### src/sv/assert_macros.svh
// ----------------------------------------------------------------------------
// Assertion macros
// Concurrent assertion wrappers used by the matrix multiplier RTL. Defining
// NO_ASSERTIONS turns every use into an empty statement.
// ----------------------------------------------------------------------------
`ifndef ASSERT_MACROS_SVH
`define ASSERT_MACROS_SVH
`ifndef NO_ASSERTIONS
// Property checked at each rising edge, ignored while reset is high.
`define FMM_ASSERT(label, clk, rst, prop) \
   label: assert property (@(posedge clk) disable iff (rst) prop) \
      else $error("fmm assertion failed");
// Property checked at every rising edge, reset included.
`define FMM_ASSERT_ALWAYS(label, clk, prop) \
   label: assert property (@(posedge clk) prop) \
      else $error("fmm assertion failed");
`else
`define FMM_ASSERT(label, clk, rst, prop)
`define FMM_ASSERT_ALWAYS(label, clk, prop)
`endif
`endif

### src/sv/fmm_pkg.sv
// ----------------------------------------------------------------------------
// fmm_pkg
// Shared types and constants of the single-precision matrix multiplier.
// ----------------------------------------------------------------------------
package fmm_pkg;

   // Largest supported matrix dimension.
   localparam int MAX_DIM_DEFAULT = 8;

   // Field widths.
   localparam int DATA_W    = 32;
   localparam int IDX_W     = 3;
   localparam int DIM_W     = 4;
   localparam int OP_W      = 2;
   localparam int CSR_IDX_W = 2;

   // Reset value of every dimension register.
   localparam logic [DIM_W-1:0] DIM_RESET = 4'd8;

   // Operation codes of a request transaction.
   localparam logic [OP_W-1:0] OP_LOAD_A = 2'd0;
   localparam logic [OP_W-1:0] OP_LOAD_B = 2'd1;
   localparam logic [OP_W-1:0] OP_START  = 2'd2;

   // Configuration register indexes.
   localparam logic [CSR_IDX_W-1:0] CSR_ROWS_A    = 2'd0;
   localparam logic [CSR_IDX_W-1:0] CSR_INNER_DIM = 2'd1;
   localparam logic [CSR_IDX_W-1:0] CSR_COLS_B    = 2'd2;

   // Request payload.
   typedef struct packed {
      logic [OP_W-1:0]   op;
      logic [IDX_W-1:0]  row;
      logic [IDX_W-1:0]  col;
      logic [DATA_W-1:0] value;
   } req_type;

   // Response payload.
   typedef struct packed {
      logic [IDX_W-1:0]  out_row;
      logic [IDX_W-1:0]  out_col;
      logic [DATA_W-1:0] result;
      logic              last;
   } rsp_type;

   // Stage strobes from the sequencer to the arithmetic unit.
   typedef struct packed {
      logic clr;
      logic mul;
      logic pnl;
      logic pns;
      logic aln;
      logic add;
      logic lzc;
      logic rnd;
      logic fin;
   } fpu_ctl_type;

endpackage

### src/sv/fmm_ram.sv
// ----------------------------------------------------------------------------
// fmm_ram
// Matrix element store: one write port, one read port with registered data.
// ----------------------------------------------------------------------------
module fmm_ram #(
   parameter int DEPTH  = fmm_pkg::MAX_DIM_DEFAULT * fmm_pkg::MAX_DIM_DEFAULT,
   parameter int ADDR_W = 6
) (
   input  logic                        clock,
   input  logic                        wr_en,
   input  logic [ADDR_W-1:0]           wr_addr,
   input  logic [fmm_pkg::DATA_W-1:0]  wr_data,
   input  logic [ADDR_W-1:0]           rd_addr,
   output logic [fmm_pkg::DATA_W-1:0]  rd_data
);
   import fmm_pkg::*;

   logic [DATA_W-1:0] mem [DEPTH];
   logic [DATA_W-1:0] rd_data_ff;

   // Write when wr_en is high and read every cycle; read data is registered and appears in the next cycle.
   always_ff @(posedge clock) begin
      if (wr_en) begin
         mem[wr_addr] <= wr_data;
      end
      rd_data_ff <= mem[rd_addr];
   end

   assign rd_data = rd_data_ff;

endmodule

### config.mk
export PLATFORM = sky130hd
export DESIGN_NAME = fmm_ram
export DESIGN_NICKNAME = d
export VERILOG_FILES = /design/src/sv/assert_macros.svh /design/src/sv/fmm_pkg.sv /design/src/sv/fmm_ram.sv
export SDC_FILE = /design/constraint.sdc
export NUM_CORES = 2
export LEC_CHECK = 0
export ABC_AREA = 1
export BUFFER_PORTS_ARGS = -buffer_cell sky130_fd_sc_hd__buf_4
export CORE_ASPECT_RATIO = 0.7
export CORE_MARGIN = 8
export CORE_UTILIZATION = 55
export CTS_CLUSTER_SIZE = 28
export DETAILED_ROUTE_END_ITERATION = 10
export PLACE_DENSITY_LB_ADDON = 0.25
export REMOVE_ABC_BUFFERS = 1
export SYNTH_ARGS = -nofsm -noshare
export SYNTH_HDL_FRONTEND = slang
export SYNTH_SLANG_ARGS = --single-unit
### constraint.sdc
create_clock -name clock -period 12.15 [get_ports clock]
set_input_delay 0.6075 -clock clock [delete_from_list [all_inputs] [get_ports clock]]
set_output_delay 0.6075 -clock clock [all_outputs]
set_load 0.02 [all_outputs]
==> impl_metrics.toml <==
[finish]
seq_area_sq_mm = 0.0621
drive_gt1_share_pct = 7.72
layout.cells.most_common_list = "nand2_1 (2248), edfxtp_1 (2048), nand3_1 (1907)"
final_common_cell = "nand2_1"
final_area_sq_mm = 0.0912
area_growth_pct = 10.3
num-nets-final = 6738
fin_cells = 8854
num-fill-cells = 11420
multiInputGateArea_sq_mm = 0.0188

[synthesis]
synth_cell_types = 16
syn_area_per_cell_sq_um = 12.2
synthTopCellsByArea = "edfxtp_1 (74%), nand3_1 (12%), nand2_1 (10%)"
synth_area_sq_mm = 0.0827
yosysSeqAreaShare_pct = 75.1
ys_seq_elements = 2080
yosysTopAreaCellShare_pct = 74.3
syn-instance-count = 6769
yosysWarnings = 0
yosysTopAreaCell = "edfxtp_1"

[cts]
cts_root_buffer = "clkbuf_16"
postCtsSetupBuffers = 0
htree_levels = 4
path_clk_slew_ns = 0.06
clk_path_buf_depth = 3
cts_made_buffers = 183
clock_latency_ns = 0.82
clock-sinks = 2080
cts_tree = "yes"
cts_hold_buf = 0
cts_resized = 0

[placement]
dp_hpwl_microns = 113000
place_congestion = 0.825
placed_cell_area_sq_mm = 0.0850
port_buffers = 77
place_inst = 8503

[die]
fp-row-count = 119
core_area_sq_mm = 0.150
dieArea_sq_mm = 0.163
initial_core_util_pct = 55.2
die_x_microns = 480
die_h_microns = 341
boundaryPins = 78

[sta]
finalSetupTns_ns = 0
relSlewSlack_pct = 16.7
fin_crit_sh_pct = 40.4
period_minus_slack_ns = 4.91
setup_viol = 0
clock_skew_ns = 0.0242
rsz0062_at_grt = "false"
tightest_slew_ns = 1.24
finalHoldViolations = 0
fin_hold_ws_ns = 0.282
slew_violations = 0
fmax_mhz = 204

[routing]
drc = 0
vias_per_cell = 6.16
finalWirelength_microns = 232000
ant_nets = 0
wl_per_cell_microns = 26.3
drt-initial-drc-count = 8728
dr_total_vias = 54516
drtPass1Iterations = 5

[status]
status = "complete, no violations"

[hold_path]
hp-class = "input pin to flip-flop"

[grt]
grt.overflow.total = 0
grt_max_degree = 213
grt_pass1_vias = 50789
antenna_found_initial = 9
grt_pass1_wl_microns = 340000
grtUsageTotal_pct = 27.7

[worst_setup_path]
critPathLaunchType = "input pin"
critPathKind = "input pin to flip-flop"
crit_fanout = 98
crit_arrival_ns = 5.67
critPathCaptureType = "flip-flop"
crit_required_ns = 12.92

[power]
power-per-cell-area_mw_per_mm2 = 163
power_uw = 14900
p_leak_uw = 0.0319
peakVddDrop_v = 0.000161

[job]
drv_cap = 0
==> per-layer routing <==
metal  vias up  GRT usage, %  share of wire, %
met5         -             0                 0
met4         0          10.3               3.5
met3       450          4.58                11
met2      3565          41.6                45
met1     26545          41.2                40
li1      23956             -                 -
==> Yosys cell counts <==
| cell type | instances |
|---|---|
| nand3_1 | 1907 |
| nand2_1 | 2248 |
| clkbuf_1 | 77 |
| edfxtp_1 | 2048 |
| buf_1 | 40 |
| nand4_1 | 9 |
| inv_4 | 1 |
| buf_8 | 2 |
| buf_6 | 3 |
| buf_2 | 282 |
| nor4_1 | 8 |
| nor2_1 | 56 |
| inv_2 | 2 |
| buf_4 | 45 |
| inv_1 | 9 |
| dfxtp_1 | 32 |
==> metrics by stage <==
step | utilization [%] | setup slack, ns
6_report | 60.8 | 7.24
5_1_grt | 60.8 | 7.05
3_3_place_gp | 56.7 | 6.68
3_5_place_dp | 56.7 | 6.69
2_1_floorplan | - | 6.01
4_1_cts | 60.8 | 7.56
==> worst paths after layout <==
path               startpoint     endpoint  slack [ns]  cells past startpoint
setup / recovery   rd_addr[0]  rd_data[30]        7.24                     13
setup reg to reg   mem[25][4]   rd_data[4]       10.45                      8
hold / removal     wr_addr[0]  mem[48][26]        0.28                      2
hold reg to reg   mem[42][25]  rd_data[25]        0.78                      8
==> power breakdown <==
group	switching, uW	internal, uW	total (uW)
clock network	2610	3410	6020
logic	672	210	882
registers	26.6	7940	7970
total	3310	11600	14900
==> final cells by class <==
| type | count | share of cell area (%) |
|---|---|---|
| flip-flops and latches | 2080 | 68.1 |
| clock buffers | 240 | 5.59 |
| multi-input cells | 4228 | 20.6 |
| clock inverters | 107 | 1.21 |
| inverters | 12 | 0.0905 |
| well taps | 1996 | 2.74 |
| diodes | 4 | 0.0110 |
| repair buffers | 187 | 1.68 |
==> flip-flops by register name (all words and copies together) (netlist names) <==
name	count
mem	2048
rd_data	32
==> critical path, stage by stage <==
cell and delay [ns]:
buf_8 0.40, buf_4 0.81, buf_4 0.94, buf_4 0.77, buf_4 0.88, nand2_1 0.13, nand3_1 0.13, nand3_1 0.09
nand3_1 0.23, nand3_1 0.12, nand2_1 0.10, nand2_1 0.05, nand2_1 0.08
==> cells by family (layout without fill, tap and decap cells) <==
kind of cell | after synthesis | after routing | share of synthesized area [%]
simple gates | 4228 | 4228 | 22.1
buf+inv | 461 | 546 | 2.78
other cells | 0 | 4 | 0
flops | 2080 | 2080 | 75.1
No activity file was read; power rests on OpenSTA's default activity.
