--- config.mk ---
export PLATFORM = sky130hd
export DESIGN_NAME = fmm_fpu
export DESIGN_NICKNAME = d
export VERILOG_FILES = /design/src/sv/assert_macros.svh /design/src/sv/fmm_pkg.sv /design/src/sv/fmm_fpu.sv
export SDC_FILE = /design/constraint.sdc
export NUM_CORES = 2
export LEC_CHECK = 0
export BUFFER_PORTS_ARGS = -buffer_cell sky130_fd_sc_hd__buf_2
export CORE_MARGIN = 2
export CORE_UTILIZATION = 55
export DETAILED_ROUTE_END_ITERATION = 8
export GPL_TIMING_DRIVEN = 1
export PLACE_DENSITY = 0.78
export SLEW_MARGIN = 20
export SYNTH_ARGS = -nofsm -noshare
export SYNTH_HDL_FRONTEND = slang
export SYNTH_SLANG_ARGS = --single-unit
--- constraint.sdc ---
create_clock -name clock -period 11.7 [get_ports clock]
set_input_delay 0 -clock clock [delete_from_list [all_inputs] [get_ports clock]]
set_output_delay 0 -clock clock [all_outputs]
set_load 0.05 [all_outputs]
--- src/sv/assert_macros.svh ---
// ----------------------------------------------------------------------------
// Assertion macros
// Concurrent assertion wrappers used by the matrix multiplier RTL. Defining
// NO_ASSERTIONS turns every use into an empty statement.
// ----------------------------------------------------------------------------
`ifndef ASSERT_MACROS_SVH
`define ASSERT_MACROS_SVH
`ifndef NO_ASSERTIONS
// Property checked at each rising edge, ignored while reset is high.
`define FMM_ASSERT(label, clk, rst, prop) \
   label: assert property (@(posedge clk) disable iff (rst) prop) \
      else $error("fmm assertion failed");
// Property checked at every rising edge, reset included.
`define FMM_ASSERT_ALWAYS(label, clk, prop) \
   label: assert property (@(posedge clk) prop) \
      else $error("fmm assertion failed");
`else
`define FMM_ASSERT(label, clk, rst, prop)
`define FMM_ASSERT_ALWAYS(label, clk, prop)
`endif
`endif

--- src/sv/fmm_pkg.sv ---
// ----------------------------------------------------------------------------
// fmm_pkg
// Shared types and constants of the single-precision matrix multiplier.
// ----------------------------------------------------------------------------
package fmm_pkg;

   // Largest supported matrix dimension.
   localparam int MAX_DIM_DEFAULT = 8;

   // Field widths.
   localparam int DATA_W    = 32;
   localparam int IDX_W     = 3;
   localparam int DIM_W     = 4;
   localparam int OP_W      = 2;
   localparam int CSR_IDX_W = 2;

   // Reset value of every dimension register.
   localparam logic [DIM_W-1:0] DIM_RESET = 4'd8;

   // Operation codes of a request transaction.
   localparam logic [OP_W-1:0] OP_LOAD_A = 2'd0;
   localparam logic [OP_W-1:0] OP_LOAD_B = 2'd1;
   localparam logic [OP_W-1:0] OP_START  = 2'd2;

   // Configuration register indexes.
   localparam logic [CSR_IDX_W-1:0] CSR_ROWS_A    = 2'd0;
   localparam logic [CSR_IDX_W-1:0] CSR_INNER_DIM = 2'd1;
   localparam logic [CSR_IDX_W-1:0] CSR_COLS_B    = 2'd2;

   // Request payload.
   typedef struct packed {
      logic [OP_W-1:0]   op;
      logic [IDX_W-1:0]  row;
      logic [IDX_W-1:0]  col;
      logic [DATA_W-1:0] value;
   } req_type;

   // Response payload.
   typedef struct packed {
      logic [IDX_W-1:0]  out_row;
      logic [IDX_W-1:0]  out_col;
      logic [DATA_W-1:0] result;
      logic              last;
   } rsp_type;

   // Stage strobes from the sequencer to the arithmetic unit.
   typedef struct packed {
      logic clr;
      logic mul;
      logic pnl;
      logic pns;
      logic aln;
      logic add;
      logic lzc;
      logic rnd;
      logic fin;
   } fpu_ctl_type;

endpackage

--- src/sv/fmm_fpu.sv ---
// ----------------------------------------------------------------------------
// fmm_fpu
// Multiply-accumulate unit: exact single-precision product, double-precision
// accumulation with round to nearest even, final rounding to single.
// ----------------------------------------------------------------------------
module fmm_fpu (
   input  logic                        clock,
   input  fmm_pkg::fpu_ctl_type        ctl,
   input  logic [fmm_pkg::DATA_W-1:0]  a_bits,
   input  logic [fmm_pkg::DATA_W-1:0]  b_bits,
   output logic [fmm_pkg::DATA_W-1:0]  result_bits
);
   import fmm_pkg::*;

   localparam int EXP_W  = 12;
   localparam int PROD_W = 48;
   localparam int MAN_W  = 53;
   localparam int EXT_W  = MAN_W + 3;
   localparam int SUM_W  = EXT_W + 1;
   localparam int FSH_W  = 55;
   localparam int FW_W   = MAN_W + 2 + 64;
   localparam logic [DATA_W-1:0]       CANON_NAN = 32'h7FC0_0000;
   localparam logic signed [EXP_W-1:0] SHIFT_CAP = 12'sd63;
   localparam logic signed [EXP_W-1:0] EXP_ONE   = 12'sd1;
   localparam logic signed [EXP_W-1:0] BIAS_F    = 12'sd127;
   localparam logic signed [EXP_W-1:0] EXP_MAX_F = 12'sd255;
   localparam logic signed [EXP_W-1:0] PROD_ADJ  = 12'sd253;

   // Leading zero count of a 64-bit word; 64 when the word is zero.
   function automatic logic [6:0] lzc64(input logic [63:0] v);
      logic [6:0] n;
      logic       found;
      n     = 7'd64;
      found = 1'b0;
      for (int b = 63; b >= 0; b--) begin
         if (!found && v[b]) begin
            n     = 7'(63 - b);
            found = 1'b1;
         end
      end
      return n;
   endfunction

   // Operand decode.
   logic [7:0]  ea, eb;
   logic [22:0] fa, fb;
   logic        a_nan, b_nan, a_inf, b_inf, a_zero, b_zero, p_nan;
   logic [23:0] ma, mb;
   logic signed [EXP_W-1:0] ea_n, eb_n;

   assign ea     = a_bits[30:23];
   assign eb     = b_bits[30:23];
   assign fa     = a_bits[22:0];
   assign fb     = b_bits[22:0];
   assign a_nan  = (ea == 8'hFF) && (fa != 23'd0);
   assign b_nan  = (eb == 8'hFF) && (fb != 23'd0);
   assign a_inf  = (ea == 8'hFF) && (fa == 23'd0);
   assign b_inf  = (eb == 8'hFF) && (fb == 23'd0);
   assign a_zero = (ea == 8'd0) && (fa == 23'd0);
   assign b_zero = (eb == 8'd0) && (fb == 23'd0);
   assign p_nan  = a_nan || b_nan || (a_inf && b_zero) || (b_inf && a_zero);
   assign ma     = {ea != 8'd0, fa};
   assign mb     = {eb != 8'd0, fb};
   assign ea_n   = (ea == 8'd0) ? EXP_ONE : EXP_W'(ea);
   assign eb_n   = (eb == 8'd0) ? EXP_ONE : EXP_W'(eb);

   // Product registers.
   logic [PROD_W-1:0]       prod_ff;
   logic signed [EXP_W-1:0] pexp_ff;
   logic                    psign_ff, pnan_ff, pinf_ff;

   always_ff @(posedge clock) begin
      if (ctl.mul) begin
         prod_ff  <= ma * mb;
         pexp_ff  <= ea_n + eb_n - PROD_ADJ;
         psign_ff <= a_bits[31] ^ b_bits[31];
         pnan_ff  <= p_nan;
         pinf_ff  <= (a_inf || b_inf) && !p_nan;
      end
   end

   // Product normalization: count, then shift.
   logic [6:0]              plz_ff;
   logic                    pzero_ff;
   logic [PROD_W-1:0]       pnorm;
   logic [MAN_W-1:0]        ym_ff;
   logic signed [EXP_W-1:0] ye_ff;

   assign pnorm = prod_ff << plz_ff[5:0];

   always_ff @(posedge clock) begin
      if (ctl.pnl) begin
         plz_ff   <= lzc64({prod_ff, 16'd0});
         pzero_ff <= (prod_ff == '0);
      end
      if (ctl.pns) begin
         ym_ff <= {pnorm, 5'd0};
         ye_ff <= pexp_ff - $signed({5'd0, plz_ff});
      end
   end

   // Accumulator.
   logic                    acc_zero_ff, acc_sign_ff;
   logic signed [EXP_W-1:0] acc_exp_ff;
   logic [MAN_W-1:0]        acc_man_ff;
   logic                    acc_nan_ff, acc_inf_ff, acc_inf_sign_ff;

   // Alignment: order the operands by magnitude and shift the smaller one.
   logic                    x_ge, big_sign, sm_sign, sm_zero;
   logic [MAN_W-1:0]        big_man, sm_man;
   logic signed [EXP_W-1:0] big_exp, sm_exp, exp_diff;
   logic [5:0]              dcap;
   logic [2*EXT_W-1:0]      wide;
   logic [EXT_W-1:0]        small_ext;

   assign x_ge = (acc_exp_ff > ye_ff) || ((acc_exp_ff == ye_ff) && (acc_man_ff >= ym_ff));

   always_comb begin
      if (acc_zero_ff || (!pzero_ff && !x_ge)) begin
         big_man  = ym_ff;
         big_exp  = ye_ff;
         big_sign = psign_ff;
         sm_man   = acc_man_ff;
         sm_exp   = acc_exp_ff;
         sm_sign  = acc_sign_ff;
         sm_zero  = acc_zero_ff;
      end else begin
         big_man  = acc_man_ff;
         big_exp  = acc_exp_ff;
         big_sign = acc_sign_ff;
         sm_man   = ym_ff;
         sm_exp   = ye_ff;
         sm_sign  = psign_ff;
         sm_zero  = pzero_ff;
      end
   end

   assign exp_diff  = big_exp - sm_exp;
   assign dcap      = (exp_diff > SHIFT_CAP) ? 6'd63 : exp_diff[5:0];
   assign wide      = {sm_man, 3'd0, {EXT_W{1'b0}}} >> dcap;
   assign small_ext = sm_zero ? '0
                    : (wide[2*EXT_W-1:EXT_W] | {{(EXT_W-1){1'b0}}, |wide[EXT_W-1:0]});

   logic [EXT_W-1:0]        aln_big_ff, aln_small_ff;
   logic                    aln_sign_ff, aln_sub_ff, aln_zero_ff;
   logic signed [EXP_W-1:0] aln_exp_ff;
   logic [SUM_W-1:0]        sum_ff;
   logic [6:0]              slz_ff;

   always_ff @(posedge clock) begin
      if (ctl.aln) begin
         aln_big_ff   <= {big_man, 3'd0};
         aln_small_ff <= small_ext;
         aln_sign_ff  <= big_sign;
         aln_sub_ff   <= (big_sign != sm_sign) && !sm_zero;
         aln_exp_ff   <= big_exp;
         aln_zero_ff  <= acc_zero_ff && pzero_ff;
      end
      if (ctl.add) begin
         sum_ff <= aln_sub_ff ? ({1'b0, aln_big_ff} - {1'b0, aln_small_ff})
                              : ({1'b0, aln_big_ff} + {1'b0, aln_small_ff});
      end
      if (ctl.lzc) begin
         slz_ff <= lzc64({sum_ff, 7'd0});
      end
   end

   // Normalize and round the sum to double precision.
   logic [SUM_W-1:0]        snorm;
   logic                    s_guard, s_sticky, s_up, res_zero;
   logic [MAN_W:0]          man_r;
   logic signed [EXP_W-1:0] exp_n;

   assign snorm    = sum_ff << slz_ff[5:0];
   assign s_guard  = snorm[3];
   assign s_sticky = |snorm[2:0];
   assign s_up     = s_guard && (s_sticky || snorm[4]);
   assign man_r    = {1'b0, snorm[SUM_W-1:4]} + (MAN_W+1)'(s_up);
   assign exp_n    = aln_exp_ff + EXP_ONE - $signed({5'd0, slz_ff});
   assign res_zero = aln_zero_ff || (sum_ff == '0);

   always_ff @(posedge clock) begin
      if (ctl.clr) begin
         acc_zero_ff     <= 1'b1;
         acc_sign_ff     <= 1'b0;
         acc_nan_ff      <= 1'b0;
         acc_inf_ff      <= 1'b0;
         acc_inf_sign_ff <= 1'b0;
      end else if (ctl.rnd) begin
         acc_zero_ff <= res_zero;
         acc_sign_ff <= res_zero ? 1'b0 : aln_sign_ff;
         if (man_r[MAN_W]) begin
            acc_man_ff <= {1'b1, {(MAN_W-1){1'b0}}};
            acc_exp_ff <= exp_n + EXP_ONE;
         end else begin
            acc_man_ff <= man_r[MAN_W-1:0];
            acc_exp_ff <= exp_n;
         end
         acc_nan_ff      <= acc_nan_ff || pnan_ff
                            || (pinf_ff && acc_inf_ff && (psign_ff != acc_inf_sign_ff));
         acc_inf_ff      <= acc_inf_ff || pinf_ff;
         acc_inf_sign_ff <= acc_inf_ff ? acc_inf_sign_ff : psign_ff;
      end
   end

   // Conversion to single: denormalizing shift first.
   logic signed [EXP_W-1:0] f_ef, f_sham;
   logic                    f_sub;
   logic [5:0]              f_cap;
   logic [FW_W-1:0]         fwide;
   logic [FSH_W-1:0]        fsh_ff;
   logic signed [EXP_W-1:0] fef_ff;
   logic                    fsub_ff;

   assign f_ef   = acc_exp_ff + BIAS_F;
   assign f_sub  = f_ef < EXP_ONE;
   assign f_sham = EXP_ONE - f_ef;
   assign f_cap  = !f_sub ? 6'd0 : ((f_sham > SHIFT_CAP) ? 6'd63 : f_sham[5:0]);
   assign fwide  = {acc_man_ff, 2'd0, 64'd0} >> f_cap;

   always_ff @(posedge clock) begin
      if (ctl.fin) begin
         fsh_ff  <= fwide[FW_W-1 -: FSH_W] | {{(FSH_W-1){1'b0}}, |fwide[63:0]};
         fef_ff  <= f_ef;
         fsub_ff <= f_sub;
      end
   end

   // Final rounding and packing.
   logic                    f_up;
   logic [24:0]             fmr;
   logic signed [EXP_W-1:0] f_expf;
   logic                    f_ovf;

   assign f_up   = fsh_ff[30] && ((|fsh_ff[29:0]) || fsh_ff[31]);
   assign fmr    = {1'b0, fsh_ff[54:31]} + 25'(f_up);
   assign f_expf = fef_ff + EXP_W'(fmr[24]);
   assign f_ovf  = f_expf >= EXP_MAX_F;

   always_comb begin
      priority if (acc_nan_ff) begin
         result_bits = CANON_NAN;
      end else if (acc_inf_ff) begin
         result_bits = {acc_inf_sign_ff, 8'hFF, 23'd0};
      end else if (acc_zero_ff) begin
         result_bits = '0;
      end else if (fsub_ff) begin
         result_bits = {acc_sign_ff, 7'd0, fmr[23], fmr[22:0]};
      end else if (f_ovf) begin
         result_bits = {acc_sign_ff, 8'hFF, 23'd0};
      end else begin
         result_bits = {acc_sign_ff, f_expf[7:0], fmr[22:0]};
      end
   end

endmodule

==> qor.yml <==
sta:
  clock_skew_ps: 55.1
  rsz0062_at_grt: "no"
  setup_violations: 0
  min_period_ps: 9990
  setup_total_negative_slack_ps: 0
  worst_pin_slew_ps: 1280
  post-route-period-util_pct: 85.4
  max_freq_mhz: 100
  slew_headroom_pct: 13.6
  timing.final.max_slew_violations: 0
  final_hold_viol_count: 0
grt:
  grt_max_degree: 85
  antenna_found_initial: 4
  grt_pass1_vias: 52100
  grt_util_all_layers_pct: 36.2
  grt.overflow.total: 0
  grt_pass1_wl_um: 313000
clock_network:
  cts_made_buffers: 50
  root_buffer: "clkbuf_16"
  cts_tree: "yes"
  post_cts_resized: 0
  cts_sinks: 455
  clkLatencyLatePin_ps: 680
  postCtsSetupBuffers: 0
  clockBufferDepth: 3
  clkTransAtPathRegs_ps: 70
  htree_levels: 2
yosys:
  yosys.area.top_type_share_pct: 22.5
  ys_seq_elements: 455
  synth-edff-count: 450
  synth_area_um2: 60000
  synth_cell_type_count: 98
  avgSynthCellArea_um2: 8.50
  yosysTopAreaCell: "edfxtp_1"
  postSynthCellCount: 7065
  synth.net_count: 8014
  yosys_warnings: 0
  ys_seq_area_share_pct: 22.7
  netlist_top_cells_area: "edfxtp_1 23%, fa_1 16%, ha_1 8.1%"
  synthArstFlopShare_pct: 0
  synth_ff_type: "edfxtp_1"
floorplanning:
  core_um2: 109000
  row_count: 121
  initial_core_util_pct: 55.3
  dieArea_um2: 112000
  die_w_um: 334
  io-pin-count: 106
  fp.dieH_um: 334
routing:
  avgRoutedWirePerCell_um: 24.4
  drcViolationCount: 0
  via_count: 53900
  drt-pass1-iter-count: 6
  ant_nets: 0
  drtIter0Drc: 6653
  routed_wirelength_um: 204000
  viasPerCell: 6.43
setup_path:
  worstSetupPathType: "register to register"
  cpPeakStageDelay_ps: 1040
  cp_top_family: "compound AO/OA/AOI/OAI gates"
  critPathMaxFanout: 40
  crit_buf_inv: 1
  end_kind: "register"
  startpoint_type: "register"
  cp.arrival_ps: 10350
  worstPathRequired_ps: 12060
  cpMaxStageDelayCell: "a2111oi_0"
min_path:
  min_path_type: "input pin to register"
finish:
  syn2layout_area_growth_pct: 6.04
  nets: 7864
  layout-drive-gt1-share_pct: 6.25
job:
  cap_violations: 0
placed_design:
  hpwlAfterDp_um: 157000
  gp_congestion: 1.07
  io_buffers: 105
run_status:
  status: "complete, no violations"
==> sequential cells by signal, summed over array words and instances, names as in the netlist, 10 cells and up <==
name	count
acc_man_ff	53
acc_exp_ff	12
aln_exp_ff	12
aln_big_ff	53
pexp_ff	10
ye_ff	12
sum_ff	57
ym_ff	48
prod_ff	48
fsh_ff	55
aln_small_ff	56
fef_ff	12
==> cell families after synthesis <==
| family | Yosys count | share of synthesized area [%] |
|---|---|---|
| buf+inv | 1151 | 7.24 |
| fa+ha+maj | 875 | 24.3 |
| mux | 376 | 7.95 |
| flops | 455 | 22.7 |
| simple gates | 2615 | 19.8 |
| xor+xnor | 226 | 3.30 |
| compound gates | 1367 | 14.7 |
==> routing by layer <==
layer	GRT usage, %	up-vias	routed length, um
met2	56.7	3122	91800
met4	20.8	4	13700
met1	47.4	26100	78200
met5	0	-	64
li1	-	24000	-
met3	6.26	624	20300
==> final timing paths <==
kind                           startpoint                       endpoint  slack [ps]  cells after the start
hold reg to reg         pinf_ff$_DFFE_PP_        acc_inf_ff$_SDFFE_PP0P_         540                      2
setup / recovery  acc_exp_ff[8]$_DFFE_PP_  aln_small_ff[0]$_SDFFCE_PP0P_        1710                     26
setup reg to reg  acc_exp_ff[8]$_DFFE_PP_  aln_small_ff[0]$_SDFFCE_PP0P_        1710                     26
hold / removal                     ctl[4]       aln_big_ff[48]$_DFFE_PP_          10                      1
==> timing repair <==
action,CTS,global route
setup endpoints to repair,0,0
hold endpoints to repair,33,57
hold buffers,34,1
==> per-stage QoR <==
step	utilization (%)	instance area (um2)	instances	hold WS [ps]	setup WS, ps
6_report	58.6	63600	8376	11.8	1710
2_1_floorplan	-	60000	7065	69.1	4420
3_5_place_dp	56.6	61400	8241	275	2230
5_1_grt	58.6	63600	8371	35.9	1520
4_1_cts	58.6	63600	8369	18.5	2140
3_3_place_gp	56.6	61400	8241	269	2050
==> synthesized netlist by cell type, drive strengths merged, types with 75 or more instances <==
cell    number
a21oi      343
and2       278
o21ai      354
mux2i      271
nor4        75
nor3       123
ha         388
fa         487
nor2       628
nand2     1068
edfxtp     450
a211oi      79
nand3      143
xnor2      152
inv        734
mux4        78
clkbuf     354
==> layout by cell type, fill, tap and decap left out, drive strengths merged, types with 41 or more instances in the layout <==
| cell | netlist | final |
|---|---|---|
| o21ai | 354 | 354 |
| buf | 57 | 174 |
| o22ai | 53 | 53 |
| nand3 | 143 | 143 |
| nor2b | 50 | 50 |
| xor2 | 74 | 74 |
| ha | 388 | 388 |
| and3 | 57 | 57 |
| a21oi | 343 | 343 |
| clkbuf | 354 | 53 |
| mux2i | 271 | 271 |
| nand2b | 44 | 44 |
| nor2 | 628 | 628 |
| nor3 | 123 | 123 |
| a211oi | 79 | 79 |
| a31oi | 67 | 67 |
| mux4 | 78 | 78 |
| inv | 734 | 739 |
| fa | 487 | 487 |
| nand2 | 1068 | 1068 |
| o211ai | 41 | 41 |
| edfxtp | 450 | 450 |
| nand4 | 51 | 51 |
| nor4 | 75 | 75 |
| xnor2 | 152 | 152 |
| and2 | 278 | 278 |
| a21o | 54 | 54 |
==> cell type report <==
type	instances	area, um2
multi-input cells	5459	42200
well taps	1414	1770
fillers	9570	44900
repair buffers	209	1400
clock buffers	53	1260
diodes	5	12.5
clock inverters	41	582
flip-flops and latches	455	13600
inverters	740	2780
Power is not shown: default switching activity piles up to over one toggle a cycle in this logic, so the estimate is an artifact.
